==> config.mk <==
export PLATFORM = sky130hd
export DESIGN_NAME = two_way_sorted_merge
export DESIGN_NICKNAME = d
export VERILOG_FILES = /design/src/hw/rtl/tsm_pkg.sv /design/src/hw/rtl/tsm_buf.sv /design/src/hw/rtl/tsm_cmp.sv /design/src/hw/rtl/two_way_sorted_merge.sv
export SDC_FILE = /design/constraint.sdc
export NUM_CORES = 2
export LEC_CHECK = 0
export BUFFER_PORTS_ARGS = -buffer_cell sky130_fd_sc_hd__buf_2
export CAP_MARGIN = 5
export CORE_UTILIZATION = 50
export DETAILED_ROUTE_END_ITERATION = 8
export PLACE_DENSITY = 0.68
export SETUP_SLACK_MARGIN = 0.4
export SLEW_MARGIN = 20
export SYNTH_ARGS = -nofsm -noshare
export SYNTH_HDL_FRONTEND = slang
export SYNTH_SLANG_ARGS = --single-unit
==> constraint.sdc <==
create_clock -name clk_i -period 4.7 [get_ports clk_i]
set_input_delay 0 -clock clk_i [delete_from_list [all_inputs] [get_ports clk_i]]
set_output_delay 0 -clock clk_i [all_outputs]
set_load 0.005 [all_outputs]
==> src/hw/rtl/tsm_pkg.sv <==
// Shared types and request codes of the two-way sorted merge block.
`default_nettype none

package tsm_pkg;

  localparam logic [1:0] REQ_APPEND_FIRST  = 2'd0;
  localparam logic [1:0] REQ_APPEND_SECOND = 2'd1;
  localparam logic [1:0] REQ_MERGE         = 2'd2;

  // Decision of the head compare unit for one merge step.
  typedef struct packed {
    logic take_first;  // emit the first sequence's head
    logic last;        // this step emits the final element
    logic empty;       // both sequences hold nothing
  } tsm_pick_t;

endpackage

`default_nettype wire

==> src/hw/rtl/tsm_buf.sv <==
// Element buffer: one write port and one registered read port.
`default_nettype none

module tsm_buf #(
  parameter int unsigned Depth = 32,
  parameter int unsigned Width = 16,
  parameter int unsigned IdxW  = 5
) (
  input  wire logic             clk_i,
  input  wire logic             we_i,
  input  wire logic [IdxW-1:0]  waddr_i,
  input  wire logic [Width-1:0] wdata_i,
  input  wire logic             re_i,
  input  wire logic [IdxW-1:0]  raddr_i,
  output logic      [Width-1:0] rdata_o
);

  logic [Width-1:0] mem_q [Depth];

  always_ff @(posedge clk_i) begin
    if (we_i) begin
      mem_q[waddr_i] <= wdata_i;
    end
  end

  always_ff @(posedge clk_i) begin
    if (re_i) begin
      rdata_o <= mem_q[raddr_i];
    end
  end

endmodule

`default_nettype wire

==> src/hw/rtl/tsm_cmp.sv <==
// Head compare unit: picks the sequence that supplies the next merged element.
`default_nettype none

module tsm_cmp
  import tsm_pkg::*;
#(
  parameter int unsigned Width = 16,
  parameter int unsigned CntW  = 6
) (
  input  wire logic signed [Width-1:0] head_first_i,
  input  wire logic signed [Width-1:0] head_second_i,
  input  wire logic        [CntW-1:0]  ptr_first_i,
  input  wire logic        [CntW-1:0]  ptr_second_i,
  input  wire logic        [CntW-1:0]  cnt_first_i,
  input  wire logic        [CntW-1:0]  cnt_second_i,
  output tsm_pick_t                    pick_o
);

  logic first_left;
  logic second_left;
  logic first_ends;
  logic second_ends;

  always_comb begin
    first_left  = ptr_first_i < cnt_first_i;
    second_left = ptr_second_i < cnt_second_i;
    first_ends  = (ptr_first_i + CntW'(1)) == cnt_first_i;
    second_ends = (ptr_second_i + CntW'(1)) == cnt_second_i;

    // Ties go to the first sequence, which keeps the merge stable.
    pick_o.take_first = !second_left ||
                        (first_left && (head_first_i <= head_second_i));
    pick_o.last       = pick_o.take_first ? (first_ends && !second_left)
                                          : (second_ends && !first_left);
    pick_o.empty      = (cnt_first_i == '0) && (cnt_second_i == '0);
  end

endmodule

`default_nettype wire

==> src/hw/rtl/two_way_sorted_merge.sv <==
// Top level of the two-way stable merge of two sorted sequences.
// Input transactions carry a request type and a value. Append requests store the
// value at the end of the first or second buffer, one per cycle, and give no
// result; an append to a full buffer is dropped and sets the sticky overflow flag.
// A merge request makes the block busy (in_ready_o low) while a small sequencer
// walks both buffers, compares the two heads in one shared compare unit and emits
// one output transaction per stored element, smaller head first, first sequence
// on ties. The final element carries last_o; a merge of two empty buffers gives a
// single transaction with empty_res_o and last_o set. The sequencer registers one
// result per cycle while the receiver takes them, paced by the registered read port
// of each buffer. The output register holds a result while the receiver stalls,
// and the sequencer waits; appends are not accepted during a merge, but are once
// its final result is registered, also while that result still waits.
// Reset clears both counts, the overflow flag and the output register; buffer
// contents are undefined until written and need no clearing. Both counts return
// to zero after each merge.
`default_nettype none

module two_way_sorted_merge
  import tsm_pkg::*;
#(
  parameter int unsigned SEQ_DEPTH   = 32,
  parameter int unsigned VALUE_WIDTH = 16
) (
  input  wire logic                          clk_i,
  input  wire logic                          rst_ni,
  input  wire logic                          in_valid_i,
  output logic                               in_ready_o,
  input  wire logic        [1:0]             req_type_i,
  input  wire logic signed [VALUE_WIDTH-1:0] value_i,
  output logic                               out_valid_o,
  input  wire logic                          out_ready_i,
  output logic signed      [VALUE_WIDTH-1:0] value_res_o,
  output logic                               from_second_o,
  output logic                               last_o,
  output logic                               empty_res_o,
  output logic                               overflow_o
);

  localparam int unsigned CNT_W = $clog2(SEQ_DEPTH + 1);
  localparam int unsigned IDX_W = (SEQ_DEPTH > 1) ? $clog2(SEQ_DEPTH) : 1;

  typedef enum logic {
    ST_IDLE,
    ST_EMIT
  } state_e;

  state_e state_q, state_d;

  logic [CNT_W-1:0] cnt_first_q, cnt_first_d;
  logic [CNT_W-1:0] cnt_second_q, cnt_second_d;
  logic [CNT_W-1:0] ptr_first_q, ptr_first_d;
  logic [CNT_W-1:0] ptr_second_q, ptr_second_d;
  logic             dropped_q, dropped_d;

  logic                          out_valid_q, out_valid_d;
  logic signed [VALUE_WIDTH-1:0] value_res_q, value_res_d;
  logic                          from_second_q, from_second_d;
  logic                          last_q, last_d;
  logic                          empty_res_q, empty_res_d;
  logic                          overflow_q, overflow_d;

  logic                   in_accept;
  logic                   out_free;
  logic                   we_first;
  logic                   we_second;
  logic                   re_first;
  logic                   re_second;
  logic [VALUE_WIDTH-1:0] head_first;
  logic [VALUE_WIDTH-1:0] head_second;
  tsm_pick_t              pick;

  // Buffers are read at the next pointer whenever it lies inside the buffer, so the
  // registered read data holds the current head of each sequence.
  tsm_buf #(
    .Depth (SEQ_DEPTH),
    .Width (VALUE_WIDTH),
    .IdxW  (IDX_W)
  ) u_buf_first (
    .clk_i   (clk_i),
    .we_i    (we_first),
    .waddr_i (cnt_first_q[IDX_W-1:0]),
    .wdata_i (value_i),
    .re_i    (re_first),
    .raddr_i (ptr_first_d[IDX_W-1:0]),
    .rdata_o (head_first)
  );

  tsm_buf #(
    .Depth (SEQ_DEPTH),
    .Width (VALUE_WIDTH),
    .IdxW  (IDX_W)
  ) u_buf_second (
    .clk_i   (clk_i),
    .we_i    (we_second),
    .waddr_i (cnt_second_q[IDX_W-1:0]),
    .wdata_i (value_i),
    .re_i    (re_second),
    .raddr_i (ptr_second_d[IDX_W-1:0]),
    .rdata_o (head_second)
  );

  tsm_cmp #(
    .Width (VALUE_WIDTH),
    .CntW  (CNT_W)
  ) u_cmp (
    .head_first_i  (head_first),
    .head_second_i (head_second),
    .ptr_first_i   (ptr_first_q),
    .ptr_second_i  (ptr_second_q),
    .cnt_first_i   (cnt_first_q),
    .cnt_second_i  (cnt_second_q),
    .pick_o        (pick)
  );

  assign in_ready_o = (state_q == ST_IDLE);
  assign in_accept  = in_valid_i && in_ready_o;
  assign out_free   = !out_valid_q || out_ready_i;

  // Skip reads past the end of a buffer; such a head is never used.
  assign re_first  = ptr_first_d < CNT_W'(SEQ_DEPTH);
  assign re_second = ptr_second_d < CNT_W'(SEQ_DEPTH);

  always_comb begin
    state_d       = state_q;
    cnt_first_d   = cnt_first_q;
    cnt_second_d  = cnt_second_q;
    ptr_first_d   = ptr_first_q;
    ptr_second_d  = ptr_second_q;
    dropped_d     = dropped_q;
    out_valid_d   = out_valid_q && !out_ready_i;
    value_res_d   = value_res_q;
    from_second_d = from_second_q;
    last_d        = last_q;
    empty_res_d   = empty_res_q;
    overflow_d    = overflow_q;
    we_first      = 1'b0;
    we_second     = 1'b0;

    unique case (state_q)
      ST_IDLE: begin
        if (in_accept) begin
          case (req_type_i)
            REQ_APPEND_FIRST: begin
              if (cnt_first_q == CNT_W'(SEQ_DEPTH)) begin
                dropped_d = 1'b1;
              end else begin
                we_first    = 1'b1;
                cnt_first_d = cnt_first_q + CNT_W'(1);
              end
            end
            REQ_APPEND_SECOND: begin
              if (cnt_second_q == CNT_W'(SEQ_DEPTH)) begin
                dropped_d = 1'b1;
              end else begin
                we_second    = 1'b1;
                cnt_second_d = cnt_second_q + CNT_W'(1);
              end
            end
            REQ_MERGE: begin
              state_d = ST_EMIT;
            end
            default: begin
              // The unused request code is ignored.
            end
          endcase
        end
      end
      ST_EMIT: begin
        if (out_free) begin
          out_valid_d = 1'b1;
          overflow_d  = dropped_q;
          if (pick.empty) begin
            value_res_d   = '0;
            from_second_d = 1'b0;
            last_d        = 1'b1;
            empty_res_d   = 1'b1;
            state_d       = ST_IDLE;
          end else begin
            empty_res_d   = 1'b0;
            last_d        = pick.last;
            from_second_d = !pick.take_first;
            if (pick.take_first) begin
              value_res_d = head_first;
              ptr_first_d = ptr_first_q + CNT_W'(1);
            end else begin
              value_res_d  = head_second;
              ptr_second_d = ptr_second_q + CNT_W'(1);
            end
            if (pick.last) begin
              cnt_first_d  = '0;
              cnt_second_d = '0;
              ptr_first_d  = '0;
              ptr_second_d = '0;
              state_d      = ST_IDLE;
            end
          end
        end
      end
      default: begin
        state_d = ST_IDLE;
      end
    endcase
  end

  always_ff @(posedge clk_i or negedge rst_ni) begin
    if (!rst_ni) begin
      state_q       <= ST_IDLE;
      cnt_first_q   <= '0;
      cnt_second_q  <= '0;
      ptr_first_q   <= '0;
      ptr_second_q  <= '0;
      dropped_q     <= 1'b0;
      out_valid_q   <= 1'b0;
      value_res_q   <= '0;
      from_second_q <= 1'b0;
      last_q        <= 1'b0;
      empty_res_q   <= 1'b0;
      overflow_q    <= 1'b0;
    end else begin
      state_q       <= state_d;
      cnt_first_q   <= cnt_first_d;
      cnt_second_q  <= cnt_second_d;
      ptr_first_q   <= ptr_first_d;
      ptr_second_q  <= ptr_second_d;
      dropped_q     <= dropped_d;
      out_valid_q   <= out_valid_d;
      value_res_q   <= value_res_d;
      from_second_q <= from_second_d;
      last_q        <= last_d;
      empty_res_q   <= empty_res_d;
      overflow_q    <= overflow_d;
    end
  end

  assign out_valid_o   = out_valid_q;
  assign value_res_o   = value_res_q;
  assign from_second_o = from_second_q;
  assign last_o        = last_q;
  assign empty_res_o   = empty_res_q;
  assign overflow_o    = overflow_q;

endmodule

`default_nettype wire

### After elaboration in Yosys (flattened, before gate mapping)

Memory sizes are Yosys's and may differ from the RTL's. A register that Yosys moved wholly into a read port is not among the register bits.
Index checks and enable logic that the tools add are counted.

| storage, ports and cells | value |
|---|---|
| register bits | 47 |
| RAM bits | 1024 |
| output and inout port bits | 22 |
| memories | 2 |

| operators by class | value |
|---|---|
| add/sub/neg operators | 4 |
| order comparisons | 5 |
| eq/ne operators | 16 |
| mux-type cells | 50 |
| bitwise operators | 1 |
| reductions and logical operators | 21 |

Memories:

| name | words | width | read ports | clocked after memory_dff | write ports | line | RTL |
|---|---|---|---|---|---|---|---|
| u_buf_first.mem_q | 32 | 16 | 1 | 1 | 1 | tsm_buf.sv:18 | `logic [Width-1:0] mem_q [Depth];` |
| u_buf_second.mem_q | 32 | 16 | 1 | 1 | 1 | tsm_buf.sv:18 |  |

Operators with widths:

| cell | count |
|---|---|
| 6-bit 2-to-1 mux | 19 |
| 16-bit 2-to-1 mux | 2 |
| 1-bit 2-to-1 mux | 25 |
| 6-bit by 1-bit adder with 6-bit output, second input constant | 4 |
| 6-bit one-hot mux with 2 select lines | 2 |
| 16-bit less-or-equal comparator | 1 |
| 6-bit == test | 2 |
| 6-bit == test, second input constant | 2 |
| 6-bit zero test | 2 |
| 6-bit less-than comparator | 2 |
| 6-bit less-than comparator, second input constant | 2 |
| 6-bit AND reduction | 2 |
| 2-bit by 1-bit inequality test with 1-bit output, second input constant | 5 |
| 2-bit inequality test, second input constant | 5 |
| 1-bit logical AND | 6 |
| 1-bit zero test | 5 |
| 5-bit AND reduction | 1 |
| 1-bit one-hot mux with 2 select lines | 2 |
| 2-bit by 1-bit == test with 1-bit output, second input constant | 1 |
| 2-bit == test, second input constant | 1 |
| 2-bit zero test | 1 |
| 1-bit logical OR | 2 |
| 2-bit AND reduction | 1 |
| 2-bit nonzero test | 1 |
| 1-bit NOT | 1 |

### Longest topological paths before layout

| depth | value |
|---|---|
| depth after elaboration | 9 |
| depth in mapped cells | 20 |
| gate-level depth less buffers | 15 |

### By module

A second synthesis with hierarchy kept.

| unflattened totals | value |
|---|---|
| cells, all modules | 2666 |
| area total of the unflattened synthesis | 44898.1 um2 |

By module, submodules not included:

| module | instances | cells an instance | area each (um2) |
|---|---|---|---|
| tsm_buf (u_buf_second) | 1 | 1143 | 20696.1 |
| tsm_buf (u_buf_first) | 1 | 1143 | 20694.8 |
| two_way_sorted_merge | 1 | 239 | 2516.2 |
| tsm_cmp | 1 | 141 | 991.0 |

### Worst setup path before layout

No wires, ideal clock.

| timing path | value |
|---|---|
| path type | flip-flop to flip-flop |
| start point | register cnt_first_q[2] |
| end point | register u_buf_first.rdata_o[14] (read register of u_buf_first.mem_q) (data pin) |
| setup time | 0.265 ns |
| arrival | 3.807 ns |
| path slack | 0.628 ns |
| cell stages (with the launch flop) | 21 |
| path buffers | 6 |
| clock period less this slack | 4.072 ns |
| path through | dfrtp_1 clkbuf_1 inv_1 ha_1 o21a_1 o31ai_1 a21oi_1 and2_1 clkbuf_1 a211o_2 or3_1 buf_2 o311ai_4 nand2b_1 buf_6 or2_1 buf_4 buf_6 o22ai_1 nor4_1 a21oi_1 |

| between the ends | value |
|---|---|
| word-level cells in the longest chain between the ends | 9 |

Ends and longest elaborated chain:

| element | line | RTL |
|---|---|---|
| start: declaration | two_way_sorted_merge.sv:50 | `logic [CNT_W-1:0] cnt_first_q, cnt_first_d;` |
| start signal: assignment | two_way_sorted_merge.sv:222 | `cnt_first_q <= cnt_first_d;` |
| 6-bit less-than comparator | tsm_cmp.sv:25 | `first_left = ptr_first_i < cnt_first_i;` |
| 1-bit logical AND / 1-bit zero test (equally long branches) | tsm_cmp.sv:32, tsm_cmp.sv:34 |  |
| 1-bit logical OR / 1-bit logical AND (equally long branches) | tsm_cmp.sv:31, tsm_cmp.sv:34 |  |
| 6-bit 2-to-1 mux / 1-bit 2-to-1 mux (equally long branches) | two_way_sorted_merge.sv:183, tsm_cmp.sv:33 |  |
| 6-bit 2-to-1 mux | two_way_sorted_merge.sv:190 | `if (pick.last) begin` |
| 6-bit 2-to-1 mux * | two_way_sorted_merge.sv:173 | `if (pick.empty) begin` |
| 6-bit 2-to-1 mux * | two_way_sorted_merge.sv:170 | `if (out_free) begin` |
| 6-bit 2-to-1 mux * | two_way_sorted_merge.sv:140 | `unique case (state_q)` |
| via ptr_first_d[2] | two_way_sorted_merge.sv:52 | `logic [CNT_W-1:0] ptr_first_q, ptr_first_d;` |
| 6-bit less-than comparator | two_way_sorted_merge.sv:121 | `assign re_first = ptr_first_d < CNT_W'(SEQ_DEPTH);` |
| end: declaration | tsm_buf.sv:15 | `output logic [Width-1:0] rdata_o` |

The timed path passes the listed nets; every way through them passes the cells marked *.
A chain may end at the register's enable or synchronous reset.

### Final worst setup path

| timing path | value |
|---|---|
| start point | register u_buf_first.rdata_o[11] (read register of u_buf_first.mem_q) |
| end point | register u_buf_first.rdata_o[5] (read register of u_buf_first.mem_q) (data pin) |

| between the ends | value |
|---|---|
| word-level cells in the longest chain between the ends | 9 |

Ends and longest elaborated chain:

| element | line | RTL |
|---|---|---|
| 16-bit less-or-equal comparator * | tsm_cmp.sv:32 | `(first_left && (head_first_i <= head_second_i));` |
| 1-bit logical AND * | tsm_cmp.sv:32 |  |
| 1-bit logical OR * | tsm_cmp.sv:31 | `pick_o.take_first = !second_left \|\|` |
| 6-bit 2-to-1 mux / 1-bit 2-to-1 mux (equally long branches) | two_way_sorted_merge.sv:183, tsm_cmp.sv:33 |  |
| 6-bit 2-to-1 mux * | two_way_sorted_merge.sv:190 |  |
| 6-bit 2-to-1 mux * | two_way_sorted_merge.sv:173 |  |
| 6-bit 2-to-1 mux * | two_way_sorted_merge.sv:170 |  |
| 6-bit 2-to-1 mux * | two_way_sorted_merge.sv:140 |  |
| 6-bit less-than comparator | two_way_sorted_merge.sv:121 |  |

Mark *: on every way between the ends. The rest lies on a longest branch, timed or not.

==> flow_summary.json <==
{
  "cp-end-kind": "flop",
  "timing.max_slew.rel_slack": 0.261,
  "crit_required_ns": 5.23,
  "tritoncts": "built",
  "most_used_cell_cp": "buf_4",
  "ys.flop_type": "edfxtp_1",
  "gr-usage-all-layers": 0.261,
  "area_delta_synth_final_pct": 21.5,
  "gpl.final_weighted_congestion": 0.908,
  "core_area_sq_um": 88200,
  "run_status": "finished, violations left",
  "drt-pass1-iter-count": 6,
  "grt_overflow_total": 0,
  "synthDominantAreaCellType": "edfxtp_1",
  "failed_checks": "hold timing",
  "setup_viol": 0,
  "reg2regPathDepth": 19,
  "antenna_left": 0,
  "finalCritPeriodShare": 0.938,
  "worstPathMaxFanout": 13,
  "routed_via_density": 6.06,
  "worstMarginPinSlew_ns": 1.11,
  "max_cap_violations": 0,
  "drt-wirelength-per-cell_microns": 25.7,
  "crit_path_buffers_inverters": 6,
  "starting_density_of_the_core": 0.504,
  "setup_total_negative_slack_ns": 0,
  "timing.rr.start": "u_buf_first.rdata_o[11]",
  "vias": 28800,
  "first_pass_grt_wire_length_microns": 175000,
  "die_y_microns": 300,
  "insertedDiodeCount": 0,
  "synth_edf_count": 1056,
  "finish.net_count": 3557,
  "syn-mean-instance-area_sq_um": 14.0,
  "final_hold_fails": 10,
  "crit_path_cell_trace": "ha_4 > nand4_1 > nor4_4 > a21boi_2 > buf_4 > o31ai_4 > buf_4 > a21o_4 > nand2_8 > nor4_4 > a211oi_4 > buf_6 > buf_12 > bufbuf_16 > mux2_2 > o22ai_1 > nor4_1 > buf_4 > a21oi_1",
  "worst_hold_path.endpoint": "u_buf_second.mem_q[16][2]",
  "drcViolationCount": 0,
  "port_buffers": 43,
  "synth_most_common_cell": "edfxtp_1",
  "worstHoldPathType": "in -> reg",
  "ys_top_cells_by_count": "1056 x edfxtp_1, 749 x nand2_1, 176 x mux2i_1",
  "final.hold.worst_slack_ns": -0.0208,
  "post_route_cells_drive_above_1_share": 0.224,
  "tritoncts.num_buffers": 105,
  "clock.fmax_mhz": 227,
  "filler_cell_count_in_the_final_layout": 6243,
  "grt_setup_unrepaired": "yes",
  "number_of_placed_i_o_pins": 44,
  "worst_setup_path_start_kind": "flop",
  "final.setup_skew_ns": 0.0233,
  "utilization_after_layout": 0.613,
  "crit_arrival_ns": 4.94,
  "cts-root-to-sink-buffers": 3,
  "netlist_area_sq_um": 44500,
  "timing_worst_setup_path_type": "reg -> reg",
  "rr_endpoint": "u_buf_first.rdata_o[5]",
  "synthesis_stage_register_bit_count": 1103,
  "tritoncts_num_sinks": 1103,
  "worst-r2r-setup-slack_ns": 0.29,
  "detailed_place_hpwl_microns": 69300,
  "fraction_of_synthesized_cell_area_taken_by_the_top_area_cell_type": 0.713,
  "ys_async_sr_fraction": 0.0426,
  "cts_max_level": 3,
  "drt_iter0_drc": 3478,
  "critical-path-max-stage-delay_ns": 0.51,
  "path_delay_family": "compound AO/OA/AOI/OAI gates",
  "wirelength_microns": 122000,
  "synth_cells": 3186,
  "antenna_found_initial": 2,
  "die-width_microns": 300,
  "std_cell_rows": 109,
  "fin_crit_ns": 4.41,
  "hold_depth": 2,
  "synth.top_cells.by_area": "edfxtp_1 71%, nand2_1 6.3%, mux2i_1 4.0%, dfrtp_1 2.6%, o22ai_1 1.7%",
  "hold_sp": "value_i[2]",
  "cts.root.buffer_cell": "clkbuf_16",
  "clkLatencyLatePin_ns": 0.70,
  "synth_seq_area_share": 0.739,
  "synth_fp_nets": 3246,
  "cpMaxStageDelayCell": "edfxtp_1",
  "yosysUniqueCellTypes": 72,
  "ys.warnings.count": 0,
  "worst_setup_hold_path_clk_slew_ns": 0.06,
  "grt_max_degree": 68,
  "floorplan.die_area_sq_um": 90200,
  "final_max_slew_viol_count": 0,
  "vias_in_the_first_global_route": 27600
}
==> per-stage QoR <==
stage                     area (sq um)  cells  hold slack [ns]  worst slack (ns)
after detailed placement         47300   4427            0.249            -0.610
final                            54100   4748          -0.0208             0.291
after global routing             54100   4748         -0.00197             0.194
after global placement           47300   4427            0.252            -0.571
after floorplan                  44500   3186           -0.296             0.628
after CTS                        52300   4684          0.00473             0.341
==> registers in the layout (all words and copies together) (netlist names), 6 cells and up <==
signal / cells
u_buf_first.rdata_o: 16
ptr_first_q: 6
cnt_first_q: 6
value_res_o: 16
u_buf_second.rdata_o: 16
cnt_second_q: 6
u_buf_first.mem_q: 512
u_buf_second.mem_q: 512
ptr_second_q: 6
==> per-layer routing <==
| metal | part of all wire | vias up | global-route usage | wire, microns |
|---|---|---|---|---|
| li1 | - | 12500 | - | - |
| met1 | 0.41 | 14400 | 0.370 | 49700 |
| met2 | 0.46 | 1657 | 0.399 | 55900 |
| met3 | 0.10 | 189 | 0.0546 | 12800 |
| met4 | 0.030 | 2 | 0.0945 | 3720 |
| met5 | 0.00016 | - | 0 | 20 |
==> worst max path at each step <==
stage,from,endpoint,slack [ns],depth (start not counted)
final,u_buf_first.rdata_o[11],u_buf_first.rdata_o[5],0.29,19
after detailed placement,u_buf_first.rdata_o[11],u_buf_second.rdata_o[15],-0.61,17
after CTS,u_buf_first.rdata_o[11],u_buf_second.rdata_o[15],0.34,16
after global placement,u_buf_first.rdata_o[11],u_buf_second.rdata_o[15],-0.57,17
after global routing,u_buf_first.rdata_o[11],u_buf_second.rdata_o[0],0.19,21
after floorplan,cnt_first_q[2],u_buf_first.rdata_o[14],0.63,20
==> cells by family after synthesis <==
group           Yosys count  synth area share
mux                     208            0.0477
compound gates          459            0.0635
simple gates           1134             0.112
flops                  1103             0.739
xor+xnor                 21           0.00430
fa+ha+maj                38            0.0107
buf+inv                 223            0.0233
==> cell usage in the layout (no fill, tap or decap), types with 42 or more instances in the layout <==
cell       synthesis  layout
and3_1           120     119
nand2_1          749     742
buf_2             71      42
a21oi_1          135     127
buf_4             13     236
a31oi_1          119      75
mux2i_1          176     167
o22ai_1          123      73
buf_12             0      42
edfxtp_1        1056    1056
nor2_1            92      77
clkbuf_16          0     122
==> layout make-up <==
cell class | instances | area, sq um | area share
Clock buffer | 131 | 2860 | 0.0529
Clock inverter | 62 | 524 | 0.00970
Tap cell | 1165 | 1460 | 0.0270
Multi-Input combinational cell | 1861 | 12100 | 0.224
Timing Repair Buffer | 380 | 4000 | 0.0739
Timing Repair inverter | 1 | 6.26 | 0.000116
Sequential cell | 1103 | 32900 | 0.609
Inverter | 45 | 188 | 0.00347
==> repair_timing <==
action / 4_1_cts / 5_1_grt
hold endpoints to repair: 69 / 47
hold buffers: 6 / 1
cloned: 13 / 14
gates resized for setup: 136 / 187
setup buffers: 45 / 49
endpoints found under the setup margin: 32 / 32
pin swaps: 24 / 47
Power is left out: the tool's default activity adds up to more than one toggle a clock period on the data nets, which glitch-free logic cannot reach.
